<file path="src/rtl/core/prs_pkg.sv">
`timescale 1ns / 1ps
// ----------------------------------------------------------------------------
// prs_pkg
// Shared types and constants for the preheat/read event scheduler.
// ----------------------------------------------------------------------------
package prs_pkg;

   localparam int NUM_SLOTS  = 8;
   localparam int COUNT_BITS = 16;
   localparam int IDX_BITS   = (NUM_SLOTS > 1) ? $clog2(NUM_SLOTS) : 1;
   localparam int CMP_BITS   = (COUNT_BITS > 16) ? COUNT_BITS : 16;

   localparam logic [COUNT_BITS-1:0] COUNT_MAX = {COUNT_BITS{1'b1}};

   // request commands
   typedef enum logic [1:0] {
      CMD_TICK   = 2'd0,
      CMD_DEFINE = 2'd1,
      CMD_START  = 2'd2,
      CMD_STOP   = 2'd3
   } cmd_type;

   // event phases
   localparam logic EV_WARMUP = 1'b0;
   localparam logic EV_SAMPLE = 1'b1;

   // sequencer states
   typedef enum logic [2:0] {
      ST_IDLE,
      ST_START,
      ST_TICK_A,
      ST_TICK_B,
      ST_DEF_SCAN,
      ST_DEF_WRITE,
      ST_FLUSH
   } state_type;

   // one entry of the slot table
   typedef struct packed {
      logic [3:0]            client;
      logic [15:0]           interval;
      logic [15:0]           offset;
      logic                  prime;
      logic [COUNT_BITS-1:0] elapsed;
      logic                  done;
   } slot_type;

endpackage

</file>
<file path="src/rtl/core/prs_if.sv">
`timescale 1ns / 1ps
// ----------------------------------------------------------------------------
// prs_req_if / prs_rsp_if
// Valid/ready channels for scheduler requests and emitted events.
// ----------------------------------------------------------------------------
interface prs_req_if;
   logic        valid;
   logic        ready;
   logic [1:0]  cmd;
   logic [2:0]  slot;
   logic [3:0]  client_id;
   logic [15:0] interval_seconds;
   logic [15:0] preheat_offset;
   logic        prime_on_start;

   modport source (output valid, cmd, slot, client_id, interval_seconds,
                   preheat_offset, prime_on_start, input ready);
   modport sink   (input valid, cmd, slot, client_id, interval_seconds,
                   preheat_offset, prime_on_start, output ready);
endinterface

interface prs_rsp_if;
   logic       valid;
   logic       ready;
   logic [3:0] event_client;
   logic       event_phase;
   logic       last_event;

   modport source (output valid, event_client, event_phase, last_event, input ready);
   modport sink   (input valid, event_client, event_phase, last_event, output ready);
endinterface

</file>
<file path="src/rtl/core/preheat_read_event_scheduler.sv">
`timescale 1ns / 1ps
// Tick: the slot table is walked one entry at a time, each split into a count/preheat step
// and a read step, then a flush step; a step whose event cannot be placed stalls the walk.
// Start: a prime step per slot, then flush; define: id scan up to the first match or the last
// slot, then write. Stop, and tick while stopped: nothing beyond the accept. One transaction in flight at a time.
// Reset (synchronous, active high) clears the slot table, the running flag and all valids.
// ----------------------------------------------------------------------------
// preheat_read_event_scheduler
// Periodic sensor slot table issuing preheat and read events, one slot per step.
// ----------------------------------------------------------------------------
module preheat_read_event_scheduler (
   input logic       clock,
   input logic       reset,
   prs_req_if.sink   req_ch,
   prs_rsp_if.source rsp_ch
);

   prs_pkg::state_type state_ff, state_in;
   logic [prs_pkg::IDX_BITS-1:0] idx_ff, idx_in;
   logic running_ff, running_in;
   prs_pkg::slot_type slot_ff [prs_pkg::NUM_SLOTS];

   // latched define payload
   logic [prs_pkg::IDX_BITS-1:0] tgt_ff, tgt_in;
   logic [3:0]  def_client_ff, def_client_in;
   logic [15:0] def_interval_ff, def_interval_in;
   logic [15:0] def_offset_ff, def_offset_in;
   logic        def_prime_ff, def_prime_in;
   logic        found_ff, found_in;
   logic [prs_pkg::COUNT_BITS-1:0] carry_el_ff, carry_el_in;
   logic        carry_done_ff, carry_done_in;

   // event held back until we know whether it is the last one
   logic       held_valid_ff, held_valid_in;
   logic [3:0] held_client_ff, held_client_in;
   logic       held_phase_ff, held_phase_in;

   // output register
   logic       out_valid_ff, out_valid_in;
   logic [3:0] out_client_ff, out_client_in;
   logic       out_phase_ff, out_phase_in;
   logic       out_last_ff, out_last_in;

   // datapath signals
   prs_pkg::slot_type cur;
   prs_pkg::slot_type wr_data;
   logic [prs_pkg::IDX_BITS-1:0] wr_idx;
   logic wr_en;
   logic [prs_pkg::COUNT_BITS-1:0] el_inc;
   logic [15:0] moment;
   logic active, last_idx, match, out_free, accept, slot_ok;
   logic emit_req, emit_phase, step_go, fire, out_load, out_last_sel;
   logic [3:0] emit_client;
   prs_pkg::cmd_type req_cmd;

   assign req_cmd = prs_pkg::cmd_type'(req_ch.cmd);
   assign accept  = req_ch.valid && req_ch.ready;
   assign slot_ok = 32'(req_ch.slot) < prs_pkg::NUM_SLOTS;

   // shared slot unit: one table entry per cycle, unless a step stalls
   always_comb begin
      cur      = slot_ff[idx_ff];
      el_inc   = (cur.elapsed == prs_pkg::COUNT_MAX) ? cur.elapsed
                                                    : cur.elapsed + prs_pkg::COUNT_BITS'(1);
      active   = (cur.client != 4'd0) && (cur.interval != 16'd0);
      moment   = (cur.interval > cur.offset) ? (cur.interval - cur.offset) : cur.interval;
      last_idx = (idx_ff == prs_pkg::IDX_BITS'(prs_pkg::NUM_SLOTS - 1));
      match    = (def_client_ff != 4'd0) && (cur.client == def_client_ff);
      out_free = !out_valid_ff || rsp_ch.ready;

      emit_req    = 1'b0;
      emit_client = cur.client;
      emit_phase  = prs_pkg::EV_WARMUP;
      wr_en       = 1'b0;
      wr_idx      = idx_ff;
      wr_data     = cur;

      idx_in          = idx_ff;
      running_in      = running_ff;
      tgt_in          = tgt_ff;
      def_client_in   = def_client_ff;
      def_interval_in = def_interval_ff;
      def_offset_in   = def_offset_ff;
      def_prime_in    = def_prime_ff;
      found_in        = found_ff;
      carry_el_in     = carry_el_ff;
      carry_done_in   = carry_done_ff;

      case (state_ff)
         prs_pkg::ST_IDLE: begin
            if (accept) begin
               idx_in = '0;
               case (req_cmd)
                  prs_pkg::CMD_DEFINE: begin
                     tgt_in          = prs_pkg::IDX_BITS'(req_ch.slot);
                     def_client_in   = req_ch.client_id;
                     def_interval_in = req_ch.interval_seconds;
                     def_offset_in   = req_ch.preheat_offset;
                     def_prime_in    = req_ch.prime_on_start;
                     found_in        = 1'b0;
                  end
                  prs_pkg::CMD_START: running_in = 1'b1;
                  prs_pkg::CMD_STOP:  running_in = 1'b0;
                  default: ;
               endcase
            end
         end
         prs_pkg::ST_START: begin
            if (cur.prime) begin
               emit_req        = 1'b1;
               wr_en           = 1'b1;
               wr_data.elapsed = '0;
               wr_data.done    = 1'b1;
            end
         end
         // count advance and preheat check
         prs_pkg::ST_TICK_A: begin
            wr_en           = 1'b1;
            wr_data.elapsed = el_inc;
            if (active && !cur.done && (cur.offset != 16'd0) &&
                (prs_pkg::CMP_BITS'(el_inc) == prs_pkg::CMP_BITS'(moment))) begin
               emit_req     = 1'b1;
               wr_data.done = 1'b1;
            end
         end
         // read check on the updated count
         prs_pkg::ST_TICK_B: begin
            if (active &&
                (prs_pkg::CMP_BITS'(cur.elapsed) >= prs_pkg::CMP_BITS'(cur.interval))) begin
               emit_req        = 1'b1;
               emit_phase      = prs_pkg::EV_SAMPLE;
               wr_en           = 1'b1;
               wr_data.elapsed = '0;
               wr_data.done    = 1'b0;
            end
         end
         // lowest slot with the same id donates count and mark
         prs_pkg::ST_DEF_SCAN: begin
            if (match) begin
               found_in      = 1'b1;
               carry_el_in   = cur.elapsed;
               carry_done_in = cur.done;
            end
         end
         prs_pkg::ST_DEF_WRITE: begin
            wr_en            = 1'b1;
            wr_idx           = tgt_ff;
            wr_data.client   = def_client_ff;
            wr_data.interval = def_interval_ff;
            wr_data.offset   = def_offset_ff;
            wr_data.prime    = def_prime_ff;
            wr_data.elapsed  = found_ff ? carry_el_ff : '0;
            wr_data.done     = found_ff ? carry_done_ff : 1'b0;
         end
         default: ;
      endcase

      // stall a step whose event cannot be placed
      step_go = !emit_req || !held_valid_ff || out_free;
      wr_en   = wr_en && step_go;
      fire    = emit_req && step_go;

      if (step_go && !last_idx &&
          (state_ff == prs_pkg::ST_START || state_ff == prs_pkg::ST_TICK_B ||
           state_ff == prs_pkg::ST_DEF_SCAN)) begin
         idx_in = idx_ff + prs_pkg::IDX_BITS'(1);
      end

      // held event and output register
      held_valid_in  = held_valid_ff;
      held_client_in = held_client_ff;
      held_phase_in  = held_phase_ff;
      out_load       = 1'b0;
      out_last_sel   = 1'b0;
      if (fire) begin
         held_valid_in  = 1'b1;
         held_client_in = emit_client;
         held_phase_in  = emit_phase;
         out_load       = held_valid_ff;
      end else if (state_ff == prs_pkg::ST_FLUSH && held_valid_ff && out_free) begin
         held_valid_in = 1'b0;
         out_load      = 1'b1;
         out_last_sel  = 1'b1;
      end

      out_valid_in  = out_valid_ff && !rsp_ch.ready;
      out_client_in = out_client_ff;
      out_phase_in  = out_phase_ff;
      out_last_in   = out_last_ff;
      if (out_load) begin
         out_valid_in  = 1'b1;
         out_client_in = held_client_ff;
         out_phase_in  = held_phase_ff;
         out_last_in   = out_last_sel;
      end
   end

   // next state
   always_comb begin
      state_in = state_ff;
      case (state_ff)
         prs_pkg::ST_IDLE: begin
            if (accept) begin
               case (req_cmd)
                  prs_pkg::CMD_TICK:   if (running_ff) state_in = prs_pkg::ST_TICK_A;
                  prs_pkg::CMD_DEFINE: if (slot_ok) state_in = prs_pkg::ST_DEF_SCAN;
                  prs_pkg::CMD_START:  state_in = prs_pkg::ST_START;
                  default: ;
               endcase
            end
         end
         prs_pkg::ST_START:     if (step_go && last_idx) state_in = prs_pkg::ST_FLUSH;
         prs_pkg::ST_TICK_A:    if (step_go) state_in = prs_pkg::ST_TICK_B;
         prs_pkg::ST_TICK_B: begin
            if (step_go) state_in = last_idx ? prs_pkg::ST_FLUSH : prs_pkg::ST_TICK_A;
         end
         prs_pkg::ST_DEF_SCAN:  if (match || last_idx) state_in = prs_pkg::ST_DEF_WRITE;
         prs_pkg::ST_DEF_WRITE: state_in = prs_pkg::ST_IDLE;
         prs_pkg::ST_FLUSH:     if (!held_valid_ff || out_free) state_in = prs_pkg::ST_IDLE;
         default:               state_in = prs_pkg::ST_IDLE;
      endcase
   end

   // control registers and slot table
   always_ff @(posedge clock) begin
      if (reset) begin
         state_ff      <= prs_pkg::ST_IDLE;
         idx_ff        <= '0;
         running_ff    <= 1'b0;
         held_valid_ff <= 1'b0;
         out_valid_ff  <= 1'b0;
         for (int i = 0; i < prs_pkg::NUM_SLOTS; i++) begin
            slot_ff[i] <= '0;
         end
      end else begin
         state_ff      <= state_in;
         idx_ff        <= idx_in;
         running_ff    <= running_in;
         held_valid_ff <= held_valid_in;
         out_valid_ff  <= out_valid_in;
         if (wr_en) begin
            slot_ff[wr_idx] <= wr_data;
         end
      end
   end

   // payload registers
   always_ff @(posedge clock) begin
      tgt_ff          <= tgt_in;
      def_client_ff   <= def_client_in;
      def_interval_ff <= def_interval_in;
      def_offset_ff   <= def_offset_in;
      def_prime_ff    <= def_prime_in;
      found_ff        <= found_in;
      carry_el_ff     <= carry_el_in;
      carry_done_ff   <= carry_done_in;
      held_client_ff  <= held_client_in;
      held_phase_ff   <= held_phase_in;
      out_client_ff   <= out_client_in;
      out_phase_ff    <= out_phase_in;
      out_last_ff     <= out_last_in;
   end

   // channel ports
   assign req_ch.ready        = (state_ff == prs_pkg::ST_IDLE);
   assign rsp_ch.valid        = out_valid_ff;
   assign rsp_ch.event_client = out_client_ff;
   assign rsp_ch.event_phase  = out_phase_ff;
   assign rsp_ch.last_event   = out_last_ff;

endmodule
</file>
<file path="src/flat_wrapper.sv">
// flat-port wrapper written by rule: the top's interface ports become plain ports
module preheat_read_event_scheduler_flat 
  (clock, reset, req_ch_valid, req_ch_cmd, req_ch_slot, req_ch_client_id, req_ch_interval_seconds, req_ch_preheat_offset, req_ch_prime_on_start, req_ch_ready, rsp_ch_valid, rsp_ch_event_client, rsp_ch_event_phase, rsp_ch_last_event, rsp_ch_ready);
  prs_req_if req_ch_i ();
  prs_rsp_if rsp_ch_i ();
  input logic clock;
  input logic reset;
  input wire logic [$bits(req_ch_i.valid)-1:0] req_ch_valid;
  input wire logic [$bits(req_ch_i.cmd)-1:0] req_ch_cmd;
  input wire logic [$bits(req_ch_i.slot)-1:0] req_ch_slot;
  input wire logic [$bits(req_ch_i.client_id)-1:0] req_ch_client_id;
  input wire logic [$bits(req_ch_i.interval_seconds)-1:0] req_ch_interval_seconds;
  input wire logic [$bits(req_ch_i.preheat_offset)-1:0] req_ch_preheat_offset;
  input wire logic [$bits(req_ch_i.prime_on_start)-1:0] req_ch_prime_on_start;
  output wire logic [$bits(req_ch_i.ready)-1:0] req_ch_ready;
  output wire logic [$bits(rsp_ch_i.valid)-1:0] rsp_ch_valid;
  output wire logic [$bits(rsp_ch_i.event_client)-1:0] rsp_ch_event_client;
  output wire logic [$bits(rsp_ch_i.event_phase)-1:0] rsp_ch_event_phase;
  output wire logic [$bits(rsp_ch_i.last_event)-1:0] rsp_ch_last_event;
  input wire logic [$bits(rsp_ch_i.ready)-1:0] rsp_ch_ready;
  assign req_ch_i.valid = req_ch_valid;
  assign req_ch_i.cmd = req_ch_cmd;
  assign req_ch_i.slot = req_ch_slot;
  assign req_ch_i.client_id = req_ch_client_id;
  assign req_ch_i.interval_seconds = req_ch_interval_seconds;
  assign req_ch_i.preheat_offset = req_ch_preheat_offset;
  assign req_ch_i.prime_on_start = req_ch_prime_on_start;
  assign req_ch_ready = req_ch_i.ready;
  assign rsp_ch_valid = rsp_ch_i.valid;
  assign rsp_ch_event_client = rsp_ch_i.event_client;
  assign rsp_ch_event_phase = rsp_ch_i.event_phase;
  assign rsp_ch_last_event = rsp_ch_i.last_event;
  assign rsp_ch_i.ready = rsp_ch_ready;
  preheat_read_event_scheduler u_core (.clock(clock), .reset(reset), .req_ch(req_ch_i), .rsp_ch(rsp_ch_i));
endmodule
</file>
<file path="config.mk">
export PLATFORM = sky130hd
export DESIGN_NAME = preheat_read_event_scheduler_flat
export DESIGN_NICKNAME = d
export VERILOG_FILES = /design/src/rtl/core/prs_pkg.sv /design/src/rtl/core/prs_if.sv /design/src/rtl/core/preheat_read_event_scheduler.sv /design/src/flat_wrapper.sv
export SDC_FILE = /design/constraint.sdc
export NUM_CORES = 1
export LEC_CHECK = 0
export ABC_CLOCK_PERIOD_IN_PS = 8300
export BUFFER_PORTS_ARGS = -buffer_cell sky130_fd_sc_hd__buf_2
export CAP_MARGIN = 20
export CORE_UTILIZATION = 50
export CTS_BUF_LIST = sky130_fd_sc_hd__clkbuf_2 sky130_fd_sc_hd__clkbuf_4 sky130_fd_sc_hd__clkbuf_8
export DETAILED_ROUTE_END_ITERATION = 8
export PLACE_DENSITY = 0.68
export SYNTH_ARGS = -nofsm -noshare
export SYNTH_HDL_FRONTEND = slang
export SYNTH_SLANG_ARGS = --single-unit
</file>
<file path="constraint.sdc">
create_clock -name clock -period 8.3 [get_ports clock]
set_clock_uncertainty 0.2 [all_clocks]
set_input_delay 1.66 -clock clock [delete_from_list [all_inputs] [get_ports clock]]
set_output_delay 1.66 -clock clock [all_outputs]
set_load 0.01 [all_outputs]
</file>
==> results_dict.tcl <==
set metrics [dict create \
    p_per_area_nw_per_um2 351 \
    critPathCaptureType "flip-flop" \
    ctsResizeCount 0 \
    drt-vias-per-instance 6.64 \
    initial_utilization_pct 50.6 \
    dieHeight_um 227 \
    p_switching_uw 3940 \
    synth-seq-cells 513 \
    detailedPlacementHpwl_um 42800 \
    cts_post_setup_buffers_inserted 0 \
    synthesis.area_per_instance_um2 13.3 \
    synth.net_count 1991 \
    cp_top_family "compound AO/OA/AOI/OAI gates" \
    setup_total_negative_slack_ps 0 \
    post_route_cells_drive_above_1_share_pct 19.1 \
    areaGrowthSynthToFinish_pct 9.00 \
    routed_wirelength_um 74400 \
    total_count_of_hold_check_failures_in_the_final_report 0 \
    worst_ep_arrival_time_ps 7370 \
    tritoncts "built" \
    placementRows 82 \
    cp-start-kind "flip-flop" \
    worstHoldStart "u_core.held_phase_ff" \
    cts_root_buffer "sky130_fd_sc_hd__clkbuf_8" \
    outcome "complete, no violations" \
    antenna-diode-count 0 \
    grt_antenna_before_repair 0 \
    mappedNetlistArea_um2 25400 \
    syn-instance-count 1904 \
    cts_num_sinks 513 \
    min_period_over_period_pct 88.0 \
    final_antenna_net_count 0 \
    fmax_ghz 0.137 \
    worst_slew_margin_rel_pct 22.9 \
    worstPathCellList "mux4_2, mux2i_1, inv_1, ha_1, a21oi_1, o21ai_0, o21ai_0, a22oi_2, buf_4, mux2i_1, xor2_1, and3_1, o21ai_0, and4b_4, or4_2, nand3_4, buf_4" \
    gp_congestion 0.958 \
    clockPowerShare_pct 21.5 \
    synth.cells.most_frequent "501 x sky130_fd_sc_hd__edfxtp_1, 471 x sky130_fd_sc_hd__a21oi_1, 114 x sky130_fd_sc_hd__nand2_1, 101 x sky130_fd_sc_hd__mux4_2, 75 x sky130_fd_sc_hd__buf_2" \
    cts_buffers 82 \
    cell_leakage_power_uw 0.00956 \
    grt_setup_unrepaired "false" \
    cts-htree-levels 3 \
    delay_of_the_slowest_critical_path_stage_ps 910 \
    sequential_to_total_area_share_from_yosys_stat_pct 60.2 \
    yosys-top-cells-area "sky130_fd_sc_hd__edfxtp_1 59%, sky130_fd_sc_hd__a21oi_1 9.3%, sky130_fd_sc_hd__mux4_2 9.0%, sky130_fd_sc_hd__mux2i_1 2.3%, sky130_fd_sc_hd__ha_1 2.0%" \
    drt_pre_antenna_iters 5 \
    fp.coreArea_um2 50200 \
    cp.required_ps 8370 \
    type_of_the_worst_min_delay_path "flip-flop to flip-flop" \
    numPortBuffers 53 \
    asyncSetResetFlopFracSynth_pct 0 \
    vias 17700 \
    maximum_number_of_pins_on_one_net_before_global_route_repair 75 \
    p_int_uw 5790 \
    clock_slew_at_reported_path_ffs_ps 70 \
    first_pass_grt_wire_length_um 110000 \
    max_slew_violation_count 0 \
    path_max_fanout 55 \
    yosys_warnings 0 \
    netSwitchingFraction_pct 40.5 \
    tightest_slew_ps 1160 \
    yosys_most_used_dff "sky130_fd_sc_hd__edfxtp_1" \
    worst_path_max_delay_cell "sky130_fd_sc_hd__dfxtp_4" \
    final-setup-viol-count 0 \
    share_comb_of_total_power_pct 44.7 \
    netlist.area_leader.share_pct 59.2 \
    final_critical_path_required_period_ps 7310 \
    vdd_drop_max_v 0.000189 \
    synth-edff-count 501 \
    synth.most_common_cell "sky130_fd_sc_hd__edfxtp_1" \
    drt_first_iter_violations 2268 \
    clk_latency_ps 670 \
    worst-setup-path-type "flip-flop to flip-flop" \
    postCtsHoldBufs 0 \
    cts_buffer_depth 3 \
    cp_num_buf_inv 3 \
    via_count_of_the_first_global_routing_pass 17600 \
    yosysTopAreaCell "sky130_fd_sc_hd__edfxtp_1" \
    die_area_um2 51700 \
    yosysUniqueCellTypes 72 \
    pwr_total_uw 9730 \
    die_width_um 227 \
    most_frequent_cell_on_the_critical_path "sky130_fd_sc_hd__o21ai_0" \
    seq_power_share_pct 33.8 \
    maxCapViolCount 0 \
    post_drt_wl_per_cell_um 27.9 \
    io_pins 54 \
    gr-total-overflow 0 \
    grt.total_usage_pct 29.3 \
    drc 0 \
    finalNetCount 2026 \
]
[layout make-up]
cell class / count / area (um^2)
well taps: 672 / 841
clock inverters: 36 / 210
multi-input cells: 1192 / 9070
clock buffers: 105 / 1310
repair buffers: 108 / 807
fillers: 4117 / 22500
flip-flops and latches: 513 / 15300
inverters: 42 / 158
[power groups by stage]
stage               logic, uW  clock network [uW]  registers [uW]
floorplan                3110                   0            3250
global placement         4230                   0            3330
detailed placement       4250                   0            3340
CTS                      4280                2110            3290
global route             4700                2210            3310
finish                   4350                2090            3290
[kinds of logic (layout without fill, tap and decap cells)]
group / after synthesis / in the layout / synth area share, %
buffers and inverters: 199 / 291 / 4.66
and+or+nand+nor: 312 / 312 / 6.07
DFF: 513 / 513 / 60.2
muxes: 174 / 174 / 12.2
AOI/OAI and AO/OA: 629 / 629 / 13.6
adders and majority gates: 41 / 41 / 2.05
xor gates and xnor gates: 36 / 36 / 1.30
[sequential cells by signal, summed over array words and instances, names as in the netlist, named ones only]
name / cells
u_core.slot_ff: 432
u_core.carry_el_ff: 16
u_core.def_interval_ff: 16
u_core.def_offset_ff: 16
u_core.def_client_ff: 4
u_core.held_client_ff: 4
u_core.rsp_ch.event_client: 4
u_core.idx_ff: 3
u_core.state_ff: 3
u_core.tgt_ff: 3
u_core.carry_done_ff: 1
u_core.def_prime_ff: 1
u_core.found_ff: 1
u_core.held_phase_ff: 1
u_core.held_valid_ff: 1
u_core.rsp_ch.event_phase: 1
u_core.rsp_ch.last_event: 1
u_core.rsp_ch.valid: 1
u_core.running_ff: 1
[per-stage QoR]
stage | hold WS (ps) | worst slack, ps | cells | util, % | cell area (um^2)
floorplan | 200 | 524 | 1904 | - | 25400
global placement | 212 | 1100 | 2525 | 52.1 | 26100
detailed placement | 206 | 1110 | 2525 | 52.1 | 26100
CTS | 222 | 1060 | 2666 | 55.1 | 27700
global route | 225 | 559 | 2668 | 55.2 | 27700
finish | 225 | 994 | 2668 | 55.2 | 27700
[path summary, 6_finish.rpt]
| kind | depth (start not counted) | end | slack, ps |
|---|---|---|---|
| max reg2reg | 17 | u_core.slot_ff[3][40] | 990 |
| max | 17 | u_core.slot_ff[3][40] | 990 |
| min reg2reg | 0 | u_core.rsp_ch.event_phase | 220 |
| min | 0 | u_core.rsp_ch.event_phase | 220 |
[placed cells by master, fill, tap and decap left out, types with 12 or more instances in the layout]
| master | netlist | layout |
|---|---|---|
| sky130_fd_sc_hd__ha_1 | 40 | 40 |
| sky130_fd_sc_hd__clkbuf_4 | 0 | 22 |
| sky130_fd_sc_hd__mux2i_1 | 58 | 58 |
| sky130_fd_sc_hd__nand3_1 | 34 | 25 |
| sky130_fd_sc_hd__nand4_1 | 13 | 13 |
| sky130_fd_sc_hd__xnor2_1 | 26 | 26 |
| sky130_fd_sc_hd__a21oi_1 | 471 | 471 |
| sky130_fd_sc_hd__buf_2 | 75 | 53 |
| sky130_fd_sc_hd__buf_4 | 5 | 44 |
| sky130_fd_sc_hd__nor2_1 | 47 | 47 |
| sky130_fd_sc_hd__clkbuf_8 | 0 | 83 |
| sky130_fd_sc_hd__edfxtp_1 | 501 | 501 |
| sky130_fd_sc_hd__nand2_1 | 114 | 114 |
| sky130_fd_sc_hd__nor3_1 | 25 | 24 |
| sky130_fd_sc_hd__o21ai_0 | 31 | 31 |
| sky130_fd_sc_hd__inv_1 | 41 | 41 |
| sky130_fd_sc_hd__o21ai_1 | 38 | 38 |
| sky130_fd_sc_hd__clkinv_1 | 1 | 24 |
| sky130_fd_sc_hd__a21o_1 | 12 | 12 |
| sky130_fd_sc_hd__mux4_2 | 101 | 101 |
[routing by layer]
| layer | track usage, % | up-vias | part of all wire (%) |
|---|---|---|---|
| met3 | 4.56 | 190 | 9.4 |
| met5 | 0 | - | 0 |
| met1 | 38.1 | 8842 | 38 |
| met4 | 14.5 | 0 | 4.5 |
| met2 | 48.0 | 1139 | 49 |
| li1 | - | 7538 | - |
(Power assumes the default switching activity.)
